--- src/design/midi_note_off_tracker_core_macros.svh ---
// Assertion macros for the note-off tracker core.
// Depends on nothing; included by the top level only.
`ifndef MIDI_NOTE_OFF_TRACKER_CORE_MACROS_SVH
`define MIDI_NOTE_OFF_TRACKER_CORE_MACROS_SVH

// Same-cycle implication, checked only out of reset.
`define MNOT_ASSERT_NOW(lbl, clk, rstn, ante, cons, msg) \
    lbl: assert property (@(posedge clk) disable iff (!(rstn)) (ante) |-> (cons)) \
        else $error(msg);

// Next-cycle implication, checked only out of reset.
`define MNOT_ASSERT_NEXT(lbl, clk, rstn, ante, cons, msg) \
    lbl: assert property (@(posedge clk) disable iff (!(rstn)) (ante) |=> (cons)) \
        else $error(msg);

`endif

--- src/design/mnot_pkg.sv ---
// Shared types, codes and the control program of the note-off tracker.
// Depends on nothing; used by mnot_table, midi_note_off_tracker_core and the testbench.
package mnot_pkg;

    localparam int TABLE_DEPTH_DEF = 8;

    // Operation codes carried on the input tuser.
    localparam logic [1:0] OP_EFFECT = 2'd0;
    localparam logic [1:0] OP_PASS   = 2'd1;
    localparam logic [1:0] OP_CLEAR  = 2'd2;
    localparam logic [1:0] OP_NONE   = 2'd3;

    // Route codes of a result.
    localparam logic ROUTE_EFFECT = 1'b0;
    localparam logic ROUTE_ONWARD = 1'b1;

    // Table selection codes in the control word.
    localparam logic TSEL_EFFECT = 1'b0;
    localparam logic TSEL_PASS   = 1'b1;

    // One tracked note: channel, match key and the note to restore.
    typedef struct packed {
        logic [3:0] channel;
        logic [6:0] orig;
        logic [6:0] note;
    } entry_t;

    // Write controls of one table.
    typedef struct packed {
        logic wr;
        logic free;
        logic clr;
    } tbl_ctl_t;

    // One result item without its last marker.
    typedef struct packed {
        logic       route;
        logic [3:0] channel;
        logic [6:0] orig;
        logic [6:0] note;
        logic       off;
    } res_t;

    // Micro-operations of the sequencer.
    typedef enum logic [2:0] {
        U_WAIT,
        U_CLEAR,
        U_SCAN_MATCH,
        U_FALLBACK,
        U_SCAN_FREE,
        U_EMIT,
        U_FLUSH
    } uop_t;

    typedef logic [2:0] step_t;

    // Program addresses.
    localparam step_t S_WAIT      = 3'd0;
    localparam step_t S_CLEAR     = 3'd1;
    localparam step_t S_SCAN_PASS = 3'd2;
    localparam step_t S_SCAN_EFF  = 3'd3;
    localparam step_t S_FALLBACK  = 3'd4;
    localparam step_t S_SCAN_FREE = 3'd5;
    localparam step_t S_EMIT      = 3'd6;
    localparam step_t S_FLUSH     = 3'd7;

    localparam int NUM_STEPS = 8;

    // One control word: the operation, the table it works on and the step
    // that follows once the operation completes.
    typedef struct packed {
        uop_t  uop;
        logic  tsel;
        step_t nxt;
    } ucode_t;

    // The control program, indexed by step address.
    localparam ucode_t UCODE [NUM_STEPS] = '{
        '{uop: U_WAIT,       tsel: TSEL_EFFECT, nxt: S_WAIT},
        '{uop: U_CLEAR,      tsel: TSEL_EFFECT, nxt: S_WAIT},
        '{uop: U_SCAN_MATCH, tsel: TSEL_PASS,   nxt: S_SCAN_EFF},
        '{uop: U_SCAN_MATCH, tsel: TSEL_EFFECT, nxt: S_FALLBACK},
        '{uop: U_FALLBACK,   tsel: TSEL_EFFECT, nxt: S_FLUSH},
        '{uop: U_SCAN_FREE,  tsel: TSEL_EFFECT, nxt: S_FLUSH},
        '{uop: U_EMIT,       tsel: TSEL_EFFECT, nxt: S_FLUSH},
        '{uop: U_FLUSH,      tsel: TSEL_EFFECT, nxt: S_WAIT}
    };

endpackage

--- src/design/mnot_table.sv ---
// One note table: valid bits in flip-flops and entries read at the scan index.
// Depends on mnot_pkg for the entry and control types.
module mnot_table #(
    parameter int DEPTH = mnot_pkg::TABLE_DEPTH_DEF,
    localparam int IDX_W = (DEPTH > 1) ? $clog2(DEPTH) : 1
) (
    input  logic               aclk,
    input  logic               aresetn,
    input  logic [IDX_W-1:0]   idx,
    input  mnot_pkg::tbl_ctl_t ctl,
    input  mnot_pkg::entry_t   wdata,
    output logic               rd_valid,
    output mnot_pkg::entry_t   rd_entry
);
    import mnot_pkg::*;

    logic [DEPTH-1:0] valid_reg;
    logic [DEPTH-1:0] valid_next;
    entry_t           ents_reg [DEPTH];

    // Clear empties every entry; otherwise the scanned entry is filled or freed.
    always_comb begin
        valid_next = valid_reg;
        if (ctl.clr) begin
            valid_next = '0;
        end else if (ctl.wr) begin
            valid_next[idx] = 1'b1;
        end else if (ctl.free) begin
            valid_next[idx] = 1'b0;
        end
    end

    always_ff @(posedge aclk) begin
        if (!aresetn) begin
            valid_reg <= '0;
        end else begin
            valid_reg <= valid_next;
        end
    end

    // Entry payload needs no reset: it is only read behind its valid bit.
    always_ff @(posedge aclk) begin
        if (ctl.wr) begin
            ents_reg[idx] <= wdata;
        end
    end

    assign rd_valid = valid_reg[idx];
    assign rd_entry = ents_reg[idx];

endmodule

--- src/design/midi_note_off_tracker_core.sv ---
// Top level of the note-off tracker: a microcoded sequencer over two note tables.
// Depends on mnot_pkg, mnot_table and midi_note_off_tracker_core_macros.svh.
//
//  channel   direction  signals                      contents
//  s_        in         s_tvalid s_tready s_tdata    note event (tuser: op, is_off, unknown_len)
//  m_        out        m_tvalid m_tready m_tdata    result note (tuser: route, out_off; tlast)
//  cfg_      in         cfg_valid cfg_ready cfg_data out_enable register
//
// One item is handled at a time; the step counter walks a fixed program.
// A note-off scans the passthrough table and then the effect table, one entry per cycle while the output
// does not stall; a tracked note-on scans its table for a free entry, a known-length note-on is emitted directly.
// Reset clears both tables' valid bits at once and empties the output register.
// Each result waits in a pending register until the next is known, so the last
// marker is exact; a stalled output holds the sequencer on the step that emits.
module midi_note_off_tracker_core #(
    parameter int TABLE_DEPTH = mnot_pkg::TABLE_DEPTH_DEF
) (
    input  logic        aclk,
    input  logic        aresetn,
    input  logic        s_tvalid,
    output logic        s_tready,
    input  logic [23:0] s_tdata,   // channel[3:0], orig_note[10:4], note_number[17:11]
    input  logic [3:0]  s_tuser,   // op[1:0], is_off[2], unknown_len[3]
    output logic        m_tvalid,
    input  logic        m_tready,
    output logic [23:0] m_tdata,   // out_channel[3:0], out_orig_note[10:4], out_note[17:11]
    output logic [1:0]  m_tuser,   // route[0], out_off[1]
    output logic        m_tlast,
    input  logic        cfg_valid,
    output logic        cfg_ready,
    input  logic        cfg_data
);
    import mnot_pkg::*;

    localparam int IDX_W = (TABLE_DEPTH > 1) ? $clog2(TABLE_DEPTH) : 1;
    localparam logic [IDX_W-1:0] IDX_LAST = IDX_W'(TABLE_DEPTH - 1);

    // Sequencer and datapath registers.
    step_t            upc_reg,        upc_next;
    logic [IDX_W-1:0] idx_reg,        idx_next;
    logic [1:0]       op_reg,         op_next;
    logic [3:0]       ch_reg,         ch_next;
    logic [6:0]       orig_reg,       orig_next;
    logic [6:0]       note_reg,       note_next;
    logic             found_reg,      found_next;
    logic             pend_valid_reg, pend_valid_next;
    res_t             pend_reg,       pend_next;
    logic             m_valid_reg,    m_valid_next;
    res_t             m_res_reg,      m_res_next;
    logic             m_last_reg,     m_last_next;
    logic             out_en_reg,     out_en_next;

    ucode_t   cw;
    logic     tbl_sel;
    logic     rd_valid;
    entry_t   rd_entry;
    logic     pass_rd_valid, eff_rd_valid;
    entry_t   pass_rd_entry, eff_rd_entry;
    tbl_ctl_t pass_ctl, eff_ctl;
    entry_t   wdata;
    logic     match;
    logic     idx_end;
    logic     out_free;
    logic     emit_req;
    res_t     emit_res;
    logic     emit_live;
    logic     stall;

    assign cw = UCODE[upc_reg];

    // Tables, both addressed by the scan index.
    assign wdata = '{channel: ch_reg, orig: orig_reg, note: note_reg};

    mnot_table #(.DEPTH(TABLE_DEPTH)) u_pass (
        .aclk     (aclk),
        .aresetn  (aresetn),
        .idx      (idx_reg),
        .ctl      (pass_ctl),
        .wdata    (wdata),
        .rd_valid (pass_rd_valid),
        .rd_entry (pass_rd_entry)
    );

    mnot_table #(.DEPTH(TABLE_DEPTH)) u_eff (
        .aclk     (aclk),
        .aresetn  (aresetn),
        .idx      (idx_reg),
        .ctl      (eff_ctl),
        .wdata    (wdata),
        .rd_valid (eff_rd_valid),
        .rd_entry (eff_rd_entry)
    );

    // The insert scan picks its table from the op; match scans from the control word.
    assign tbl_sel  = (cw.uop == U_SCAN_FREE) ? op_reg[0] : cw.tsel;
    assign rd_valid = (tbl_sel == TSEL_PASS) ? pass_rd_valid : eff_rd_valid;
    assign rd_entry = (tbl_sel == TSEL_PASS) ? pass_rd_entry : eff_rd_entry;
    assign match    = rd_valid && (rd_entry.channel == ch_reg) && (rd_entry.orig == orig_reg);
    assign idx_end  = (idx_reg == IDX_LAST);
    assign out_free = !m_valid_reg || m_tready;

    // Decode the result that the current step produces, if any.
    always_comb begin
        emit_req = 1'b0;
        emit_res = '{route: op_reg[0], channel: ch_reg, orig: orig_reg,
                     note: note_reg, off: 1'b0};
        unique case (cw.uop)
            U_SCAN_MATCH: begin
                emit_req       = match;
                emit_res.route = (cw.tsel == TSEL_PASS) ? ROUTE_ONWARD : ROUTE_EFFECT;
                emit_res.note  = rd_entry.note;
                emit_res.off   = 1'b1;
            end
            U_FALLBACK: begin
                emit_req       = !found_reg;
                emit_res.route = ROUTE_EFFECT;
                emit_res.off   = 1'b1;
            end
            U_SCAN_FREE: begin
                emit_req = !rd_valid;
            end
            U_EMIT: begin
                emit_req = 1'b1;
            end
            default: begin
                emit_req = 1'b0;
            end
        endcase
    end

    // A result is kept only with outputs enabled; pushing the pending one needs room.
    assign emit_live = emit_req && out_en_reg;
    assign stall = (emit_live && pend_valid_reg && !out_free) ||
                   ((cw.uop == U_FLUSH) && pend_valid_reg && !out_free);

    // Step sequencing, table writes and the result path.
    always_comb begin
        upc_next        = upc_reg;
        idx_next        = idx_reg;
        op_next         = op_reg;
        ch_next         = ch_reg;
        orig_next       = orig_reg;
        note_next       = note_reg;
        found_next      = found_reg;
        pend_valid_next = pend_valid_reg;
        pend_next       = pend_reg;
        m_valid_next    = m_valid_reg;
        m_res_next      = m_res_reg;
        m_last_next     = m_last_reg;
        out_en_next     = out_en_reg;
        pass_ctl        = '0;
        eff_ctl         = '0;

        if (cfg_valid) begin
            out_en_next = cfg_data;
        end

        if (m_valid_reg && m_tready) begin
            m_valid_next = 1'b0;
        end

        if (!stall) begin
            // A new result displaces the pending one, which cannot be the last.
            if (emit_live) begin
                if (pend_valid_reg) begin
                    m_valid_next = 1'b1;
                    m_res_next   = pend_reg;
                    m_last_next  = 1'b0;
                end
                pend_valid_next = 1'b1;
                pend_next       = emit_res;
            end

            unique case (cw.uop)
                U_WAIT: begin
                    if (s_tvalid) begin
                        op_next    = s_tuser[1:0];
                        ch_next    = s_tdata[3:0];
                        orig_next  = s_tdata[10:4];
                        note_next  = s_tdata[17:11];
                        found_next = 1'b0;
                        idx_next   = '0;
                        if (s_tuser[1:0] == OP_NONE) begin
                            upc_next = S_WAIT;
                        end else if (s_tuser[1:0] == OP_CLEAR) begin
                            upc_next = S_CLEAR;
                        end else if (s_tuser[2]) begin
                            upc_next = S_SCAN_PASS;
                        end else if (s_tuser[3]) begin
                            upc_next = S_SCAN_FREE;
                        end else begin
                            upc_next = S_EMIT;
                        end
                    end
                end
                U_CLEAR: begin
                    pass_ctl.clr = 1'b1;
                    eff_ctl.clr  = 1'b1;
                    upc_next     = cw.nxt;
                end
                U_SCAN_MATCH: begin
                    if (match) begin
                        note_next = rd_entry.note;
                        if (cw.tsel == TSEL_PASS) begin
                            pass_ctl.free = 1'b1;
                        end else begin
                            eff_ctl.free = 1'b1;
                            found_next   = 1'b1;
                        end
                    end
                    if (idx_end) begin
                        idx_next = '0;
                        upc_next = cw.nxt;
                    end else begin
                        idx_next = idx_reg + IDX_W'(1);
                    end
                end
                U_SCAN_FREE: begin
                    if (!rd_valid) begin
                        if (op_reg[0] == TSEL_PASS) begin
                            pass_ctl.wr = 1'b1;
                        end else begin
                            eff_ctl.wr = 1'b1;
                        end
                        idx_next = '0;
                        upc_next = cw.nxt;
                    end else if (idx_end) begin
                        idx_next = '0;
                        upc_next = cw.nxt;
                    end else begin
                        idx_next = idx_reg + IDX_W'(1);
                    end
                end
                U_FALLBACK, U_EMIT: begin
                    upc_next = cw.nxt;
                end
                U_FLUSH: begin
                    if (pend_valid_reg) begin
                        m_valid_next    = 1'b1;
                        m_res_next      = pend_reg;
                        m_last_next     = 1'b1;
                        pend_valid_next = 1'b0;
                    end
                    upc_next = cw.nxt;
                end
                default: begin
                    upc_next = S_WAIT;
                end
            endcase
        end
    end

    // Control state is reset; payload registers are not.
    always_ff @(posedge aclk) begin
        if (!aresetn) begin
            upc_reg        <= S_WAIT;
            idx_reg        <= '0;
            found_reg      <= 1'b0;
            pend_valid_reg <= 1'b0;
            m_valid_reg    <= 1'b0;
            out_en_reg     <= 1'b0;
        end else begin
            upc_reg        <= upc_next;
            idx_reg        <= idx_next;
            found_reg      <= found_next;
            pend_valid_reg <= pend_valid_next;
            m_valid_reg    <= m_valid_next;
            out_en_reg     <= out_en_next;
        end
    end

    always_ff @(posedge aclk) begin
        op_reg     <= op_next;
        ch_reg     <= ch_next;
        orig_reg   <= orig_next;
        note_reg   <= note_next;
        pend_reg   <= pend_next;
        m_res_reg  <= m_res_next;
        m_last_reg <= m_last_next;
    end

    // Port drive.
    assign s_tready  = (cw.uop == U_WAIT);
    assign cfg_ready = 1'b1;
    assign m_tvalid  = m_valid_reg;
    assign m_tdata   = {6'b0, m_res_reg.note, m_res_reg.orig, m_res_reg.channel};
    assign m_tuser   = {m_res_reg.off, m_res_reg.route};
    assign m_tlast   = m_last_reg;

    // Checks on the sequencer.
    `include "midi_note_off_tracker_core_macros.svh"

    `MNOT_ASSERT_NOW(a_idle_no_pending, aclk, aresetn, s_tready, !pend_valid_reg, "pending result held while taking a new item")
    `MNOT_ASSERT_NEXT(a_flush_marks_last, aclk, aresetn, (cw.uop == U_FLUSH) && pend_valid_reg && out_free, m_valid_reg && m_last_reg, "flush did not present a last result")
    `MNOT_ASSERT_NOW(a_idx_in_range, aclk, aresetn, 1'b1, idx_reg <= IDX_LAST, "scan index beyond table depth")

endmodule

--- config.mk ---
export PLATFORM = sky130hd
export DESIGN_NAME = midi_note_off_tracker_core
export DESIGN_NICKNAME = d
export VERILOG_FILES = /design/src/design/mnot_pkg.sv /design/src/design/mnot_table.sv /design/src/design/midi_note_off_tracker_core.sv
export VERILOG_INCLUDE_DIRS = /design/src /design/src/design
export SDC_FILE = /design/constraint.sdc
export NUM_CORES = 1
export LEC_CHECK = 0
export BUFFER_PORTS_ARGS = -buffer_cell sky130_fd_sc_hd__buf_2
export CAP_MARGIN = 20
export CORE_MARGIN = 1.5
export CORE_UTILIZATION = 43
export DETAILED_ROUTE_END_ITERATION = 7
export PLACE_DENSITY = 0.64
export SYNTH_ARGS = -nofsm -noshare
export SYNTH_HDL_FRONTEND = slang
export SYNTH_SLANG_ARGS = --single-unit
export TNS_END_PERCENT = 50
--- constraint.sdc ---
create_clock -name aclk -period 5.2 [get_ports aclk]
set_input_delay 0.78 -clock aclk [delete_from_list [all_inputs] [get_ports aclk]]
set_output_delay 0.78 -clock aclk [all_outputs]
set_load 0.005 [all_outputs]
-- After elaboration in Yosys (flattened, before gate mapping)
Memories as Yosys holds them, arrays and structs flattened. A register that Yosys moved wholly into a read port is not among the register bits.
Index checks and enable logic that the tools add are counted.
- register bits: 86
- bits in latches: 0
- memory bits (writable): 288
- memory bits (read-only): 56
- input bits: 34
- output and inout port bits: 30
- word-level logic and storage cells: 160
- memories: 3
- memories (memory ; words ; width ; rd ports ; clocked after memory_dff ; wr ports ; RTL line ; RTL):
    u_eff.ents_reg ; 8 ; 18 ; 1 ; 1 ; 1 ; mnot_table.sv:19 ; entry_t ents_reg [DEPTH];
    u_pass.ents_reg ; 8 ; 18 ; 1 ; 1 ; 1 ; mnot_table.sv:19 ;
    (no name shown) ; 8 ; 7 ; 1 ; 0 ; 0 ; midi_note_off_tracker_core.sv:69 ; assign cw = UCODE[upc_reg];
- $add $sub $neg: 1
- $mul: 0
- divide/modulo/power cells: 0
- order comparisons: 3
- equal/unequal tests: 14
- shift-type cells: 0
- multiplexer cells: 78
- bitwise logic cells: 8
- reductions and logical operators: 30
- operators by type and width (operator ; number):
    20-bit 2-to-1 mux ; 4
    3-bit 2-to-1 mux ; 15
    1-bit 2-to-1 mux ; 39
    7-bit 2-to-1 mux ; 5
    8-bit 2-to-1 mux ; 4
    18-bit 2-to-1 mux ; 1
    8-bit AND ; 2
    8-bit bitwise OR ; 2
    7-bit case mux with 2 select lines ; 1
    3-bit equality test, second input constant ; 4
    3-bit case mux with 4 select lines ; 1
    1-bit logical AND ; 9
    3-bit case mux with 3 select lines ; 1
    8-bit NOT ; 1
    7-bit equality test ; 1
    1-bit binary-select mux with 3-bit select ; 2
    3-bit by 2-bit equality test with 1-bit output, second input constant ; 2
    2-bit != test, second input constant ; 3
    3-bit AND reduction ; 2
    2-bit nonzero test ; 3
    2-bit OR reduction ; 3
    5-bit AND reduction ; 1
    2-bit equality test, second input constant ; 2
    4-bit equality test ; 1
    18 further kinds ; 25

-- Depth between registers and ports, before layout
Gate-level depths: netlist (run 1).
- depth in word-level cells: 19
- depth in mapped cells: 15
- depth with buffers taken out: 11

-- Cells and area by module
A second synthesis (run 1) with hierarchy kept.
- cell total of the unflattened synthesis: 912
- area total of the unflattened synthesis: 15696.3 um2
- modules (own cells, without submodules) (module ; times used ; cells an instance ; area an instance (um2) ; sequential area each (um2)):
    mnot_table (u_eff) ; 1 ; 271 ; 5973.2 ; 4484.3
    mnot_table (u_pass) ; 1 ; 271 ; 5845.6 ; 4484.3
    midi_note_off_tracker_core ; 1 ; 370 ; 3877.5 ; 2001.9

-- Worst setup path after synthesis (run 1)
Ideal clock, no wire load.
- path type: register to register
- start: reg upc_reg[0]
- end: reg with a tool-made name
- setup time: 0.406 ns
- arrival: 4.439 ns
- required time: 4.794 ns
- path slack: 0.355 ns
- cell stages (with the launch flop): 13
- path buffers: 1
- period minus slack after synthesis: 4.845 ns
- path through: dfxtp_1 clkbuf_1 inv_1 ha_1 and4b_1 a22oi_2 mux4_2 xnor2_1 nand4_1 a2111o_1 a21oi_1 nor2_1 a21oi_1
- RTL lines (element ; RTL line ; RTL):
    from (decl) ; midi_note_off_tracker_core.sv:39 ; step_t upc_reg, upc_next;
    from (signal assigned) ; midi_note_off_tracker_core.sv:263 ; upc_reg <= upc_next;

==> results.cfg, run 1 <==
[logic_synthesis]
synth-edff-count = 348
async_flop_share_pct = 0
synth_area_um2 = 15200
synth_seq_cells = 377
ys_seq_area_share_pct = 72.5
netlist_instances = 833
synth_top_area_share_pct = 68.6
yosysMostFrequentCell = edfxtp_1
synth_area_leader_cell = edfxtp_1
synth_commonest_cells = edfxtp_1, mux4_2, nand2_1, nor2_1, mux2i_1
yosysWarningCount = 0
ys.flop_type = edfxtp_1
synth_area_leaders = edfxtp_1, mux4_2, dfxtp_1
syn_area_per_cell_um2 = 18.3
synth.distinct_cells = 57

[run_status]
status = complete, no violations

[timing]
fin_skew_ns = 0.0180
drv_slew = 0
clock.fmax_ghz = 0.217
hold_viol = 0
final-setup-viol-count = 0
finalCriticalPeriod_ns = 4.61
rsz0062_at_grt = false
max_slew_margin_pct = 33.4
worstMarginPinSlew_ns = 0.999
fin_setup_tns_ns = 0
fin_crit_sh_pct = 88.7

[worst_setup_path]
crit_arrival_ns = 4.82
reg2reg_depth = 13
endpoint_kind = flip-flop
r2r_setup_slack_ns = 0.59
crit_path_max_incr_delay_ns = 0.67
path_delay_family = compound AO/OA/AOI/OAI gates
crit_type = flip-flop to flip-flop
crit_slowest_cell = dfxtp_1
cp_max_fo = 16
path_cells = inv_1 -> ha_1 -> and4b_1 -> a22o_1 -> buf_4 -> mux2i_1 -> xnor2_1 -> or3_1 -> a2111o_1 -> a21oi_1 -> nor2_2 -> a21oi_2 -> buf_4
cp_data_required_time_ns = 5.41
cp_num_buf_inv = 3
r2r-start = upc_reg[0]
cpMostUsedCell = buf_4
start_kind = flip-flop

[die]
initial_core_util_pct = 43.9
die_area_um2 = 36500
die_h_um = 191
core-area_um2 = 34700
core.rowCount = 68
die_w_um = 191
io_pins = 64

[layout]
fin_nets = 976
antenna-diode-count = 0
drive_gt1_share_pct = 28.3
instances_no_fill = 1419
synthToLayoutAreaGrowth_pct = 15.5
postLayoutCoreUtil_pct = 50.6

[job]
maxCapViolCount = 0

[global_route]
grt_use_total_pct = 19.2
grt_max_degree = 39
grt_pass1_vias = 7950
grt_pass1_wl_mm = 50.9
antenna_found_initial = 1
gr-total-overflow = 0

[clock_tree]
cts_buffers = 40
cts_sinks = 377
hold_buffers = 0
clk_pin_slew_ns = 0.07
h-tree-depth = 2
cts_root_buf = clkbuf_16
post-cts-setup-buffer-count = 0
insertion_delay_ns = 0.53
cts_resized = 0
ctsLongestPathBuffers = 3
cts_tree = built

[hold_path]
hold_end = ch_reg[0]
worstHoldStart = s_tdata[0]
hold_class = input port to flip-flop
whs_path_depth = 1

[place]
hpwl_mm = 20.8
place.gp.congestion = 0.829
dp_cells = 1347
io_buffers = 50

[pwr]
leakagePower_nw = 5.63
ir_worst_vdd_uv = 400
power_density_nw_per_um2 = 443

[routing]
num_vias = 7969
wl_per_cell_um = 24.0
ant_nets = 0
first_iter_violations = 756
wl_mm = 34.1
drc_errors = 0
drtPass1Iterations = 4
vias_per_cell = 5.62
[final cells by class]
cell class	instances	area (um^2)
multi-input combinational	400	3970
clock inverter	17	116
inverter	9	33.8
sequential	377	11000
fill	2868	17100
clock buffer	54	1090
timing repair buffer	107	753
tap	455	569
[worst max path at each step]
stage                end  depth (start not counted)  startpoint  slack [ns]
2_1_floorplan  flip-flop                         12  upc_reg[0]        0.35
3_3_place_gp   flip-flop                         13  upc_reg[0]        0.70
3_5_place_dp   flip-flop                         13  upc_reg[0]        0.61
4_1_cts        flip-flop                         13  upc_reg[0]        0.58
5_1_grt        flip-flop                         13  upc_reg[0]        0.37
6_report       flip-flop                         13  upc_reg[0]        0.59
[worst register-to-register path: cells and delay by family (launching register included)]
| kind | cells | cell delay, ns |
|---|---|---|
| muxes | 1 | 0.24 |
| xor gates and xnor gates | 1 | 0.08 |
| buffers and inverters | 3 | 0.73 |
| adders and majority gates | 1 | 0.34 |
| DFF | 1 | 0.67 |
| and+or+nand+nor | 3 | 0.80 |
| AOI/OAI and AO/OA | 4 | 1.44 |
[cells in the final DEF, fill, tap and decap left out, types with 4 or more instances in the layout]
master and instances:
ha_1 7, conb_1 7, nand3_1 7, xnor2_1 11, nor2_1 35, clkbuf_1 11
clkinv_1 8, a21oi_1 13, buf_2 50, o21ai_0 21, mux4_2 86, nand2b_1 4
nor2b_1 12, nand2_1 55, buf_4 51, o31ai_1 4, clkinv_2 4, buf_12 6
a211oi_1 4, dfxtp_1 25, nor3_1 7, and2_1 5, mux2i_1 43, a31oi_1 17
inv_1 9, edfxtp_1 348, nor2_2 15, clkbuf_16 41
[power by group]
group          switching (mW)  leakage, nW  internal [mW]  total, mW
sequential              0.363         3.35           3.70       4.06
combinational           0.559         1.69          0.524       1.08
clock                    1.12        0.590           1.53       2.65
[layer usage]
metal  up-vias  global-route usage (%)  wire (um)
li1       3534                       -          -
met1      4142                    26.7      14700
met2       232                    31.5      16700
met3        61                    2.97       1870
met4         0                    5.83        837
met5         -                       0          0
[per-stage QoR]
| step | power (mW) | hold slack, ns | setup slack [ns] | cell area (um^2) |
|---|---|---|---|---|
| after floorplan | 4.78 | 0.447 | 0.355 | 15200 |
| after global placement | 5.18 | 0.466 | 0.700 | 16300 |
| final | 7.79 | 0.427 | 0.589 | 17600 |
| after CTS | 7.86 | 0.404 | 0.579 | 17600 |
| after global routing | 8.10 | 0.402 | 0.370 | 17600 |
| after detailed placement | 5.22 | 0.469 | 0.611 | 16300 |
[kinds of logic (layout without fill, tap and decap cells)]
| logic type | count (synthesis) | count (layout) | synth area share [%] |
|---|---|---|---|
| AND/OR/NAND/NOR | 157 | 157 | 4.76 |
| multiplexers | 131 | 131 | 15.7 |
| AO/OA/AOI/OAI | 85 | 85 | 3.82 |
| adder cells (fa/ha/maj) | 7 | 7 | 0.575 |
| flip-flops | 377 | 377 | 72.5 |
| XOR/XNOR | 13 | 13 | 0.748 |
| buffers and inverters | 61 | 187 | 1.89 |
| other | 2 | 7 | 0.0493 |
No activity file was read; power rests on OpenSTA's default activity.
==> run 2, diff against run 1 <==
--- a/config.mk
+++ b/config.mk
@@ -8,7 +8,7 @@
 export LEC_CHECK = 0
 export BUFFER_PORTS_ARGS = -buffer_cell sky130_fd_sc_hd__buf_2
 export CAP_MARGIN = 20
-export CORE_MARGIN = 1.5
+export CORE_MARGIN = 3
 export CORE_UTILIZATION = 43
 export DETAILED_ROUTE_END_ITERATION = 7
 export PLACE_DENSITY = 0.64
==> run 2 against run 1 <==
Effect of this change:
- sequential power about the same
- fmax up 5.3%
- setup slack better by 0.23 ns
- design area about the same
- non-clock buffer count down 6
- count of clock-buffer cells in the layout down 9
- worst hold slack worse by 0.0061 ns
- core utilization about the same
- critical path depth unchanged
- via count down 1.0%
- largest cell class unchanged
- largest power group unchanged
- highest routed layer unchanged
==> results.cfg, run 2 (synthesized netlist as in run 1, its figures left out) <==
[timing]
max_slew_margin_pct = 24.5
fin_skew_ns = 0.0218
worstMarginPinSlew_ns = 1.13
drv_slew = 0
final-setup-viol-count = 0
clock.fmax_ghz = 0.228
finalCriticalPeriod_ns = 4.38
hold_viol = 0
rsz0062_at_grt = false
fin_crit_sh_pct = 84.2
fin_setup_tns_ns = 0

[clock_tree]
cts_sinks = 377
hold_buffers = 0
insertion_delay_ns = 0.53
ctsLongestPathBuffers = 3
cts_buffers = 39
clk_pin_slew_ns = 0.06
cts_resized = 0
post-cts-setup-buffer-count = 0
cts_tree = built
cts_root_buf = clkbuf_16
h-tree-depth = 2

[global_route]
grt_max_degree = 36
grt_use_total_pct = 18.1
gr-total-overflow = 0
grt_pass1_vias = 8080
antenna_found_initial = 0
grt_pass1_wl_mm = 51.6

[worst_setup_path]
crit_type = flip-flop to flip-flop
start_kind = flip-flop
crit_arrival_ns = 4.59
cp_max_fo = 12
endpoint_kind = flip-flop
cp_data_required_time_ns = 5.41

[die]
core-area_um2 = 34700
initial_core_util_pct = 43.9
die_w_um = 194
core.rowCount = 68
die_area_um2 = 37700
die_h_um = 194
io_pins = 64

[place]
placed_area_um2 = 16300
hpwl_mm = 20.3
dp_cells = 1342
io_buffers = 50
place.gp.congestion = 0.855

[hold_path]
hold_class = input port to flip-flop

[routing]
drtPass1Iterations = 5
vias_per_cell = 5.58
num_vias = 7889
wl_per_cell_um = 23.8
ant_nets = 0
drc_errors = 0
wl_mm = 33.7
first_iter_violations = 700

[layout]
final.fill_count = 2858
layout_common_cells = edfxtp_1, mux4_2, nand2_1
seq_area_um2 = 11000
stdcell_area_um2 = 17600
fin_nets = 969
multi_input_area_um2 = 3980
synthToLayoutAreaGrowth_pct = 15.4
layout_commonest_cell = edfxtp_1
instances_no_fill = 1413
drive_gt1_share_pct = 28.3
antenna-diode-count = 0

[pwr]
ir_worst_vdd_uv = 332
power_density_nw_per_um2 = 445
leakagePower_nw = 5.62

[run_status]
status = complete, no violations

[job]
maxCapViolCount = 0
==> run 2: cell types whose count changed in the layout (fill, tap and decap cells not counted) <==
cell       delta
clkbuf_8      -2
buf_4         -6
clkbuf_1      -5
inv_8         -1
clkbuf_16     -2
bufinv_16     +3
a21oi_2       -1
clkinv_2      +4
clkinv_4      +1
inv_6         +1
clkinv_1      +1
a21oi_4       +1
==> run 2: power breakdown <==
group / internal, mW / switching (mW) / total [mW]
clock network: 1.58 / 1.13 / 2.71
registers: 3.69 / 0.337 / 4.03
logic: 0.510 / 0.571 / 1.08
==> run 2: final cells by class <==
type                            instances  share of cell area (%)
Tap cell                              455                    3.24
Clock inverter                         26                    1.35
Clock buffer                           45                    5.68
Sequential cell                       377                    62.8
Multi-Input combinational cell        400                    22.7
Timing Repair Buffer                  101                    4.03
Inverter                                9                   0.192
==> run 2: layer usage <==
layer | GRT usage (%) | part of all wire, %
met5 | 0 | 0
met1 | 26.2 | 44
met2 | 29.5 | 49
met3 | 2.59 | 4.7
met4 | 4.34 | 2.0
==> run 2: through the flow <==
stage	setup WS [ns]	util (%)	hold slack, ns	power (mW)
floorplan	0.355	-	0.447	4.78
global placement	0.821	47.0	0.461	5.17
detailed placement	0.813	47.0	0.473	5.19
CTS	0.777	50.6	0.399	7.89
global route	0.440	50.6	0.405	8.16
finish	0.820	50.6	0.421	7.82
==> run 2: worst paths after layout <==
| path | slack (ns) | endpoint | cells past startpoint | startpoint |
|---|---|---|---|---|
| setup / recovery | 0.82 | flip-flop | 13 | upc_reg[1] |
| hold / removal | 0.42 | orig_reg[3] | 1 | s_tdata[7] |
| setup reg to reg | 0.82 | flip-flop | 13 | upc_reg[1] |
| hold reg to reg | 0.48 | found_reg | 2 | found_reg |
==> run 2: worst max-delay path, stage by stage (launching register included) <==
cell      delay [ns]
dfxtp_1         0.31
inv_1           0.14
ha_1            0.42
and4b_1         0.30
a22oi_2         0.44
buf_4           0.27
a21oi_1         0.06
a22oi_1         0.67
nand3_1         0.19
a2111o_1        0.44
a21oi_1         0.33
nor2_2          0.09
a21oi_4         0.13
buf_4           0.27
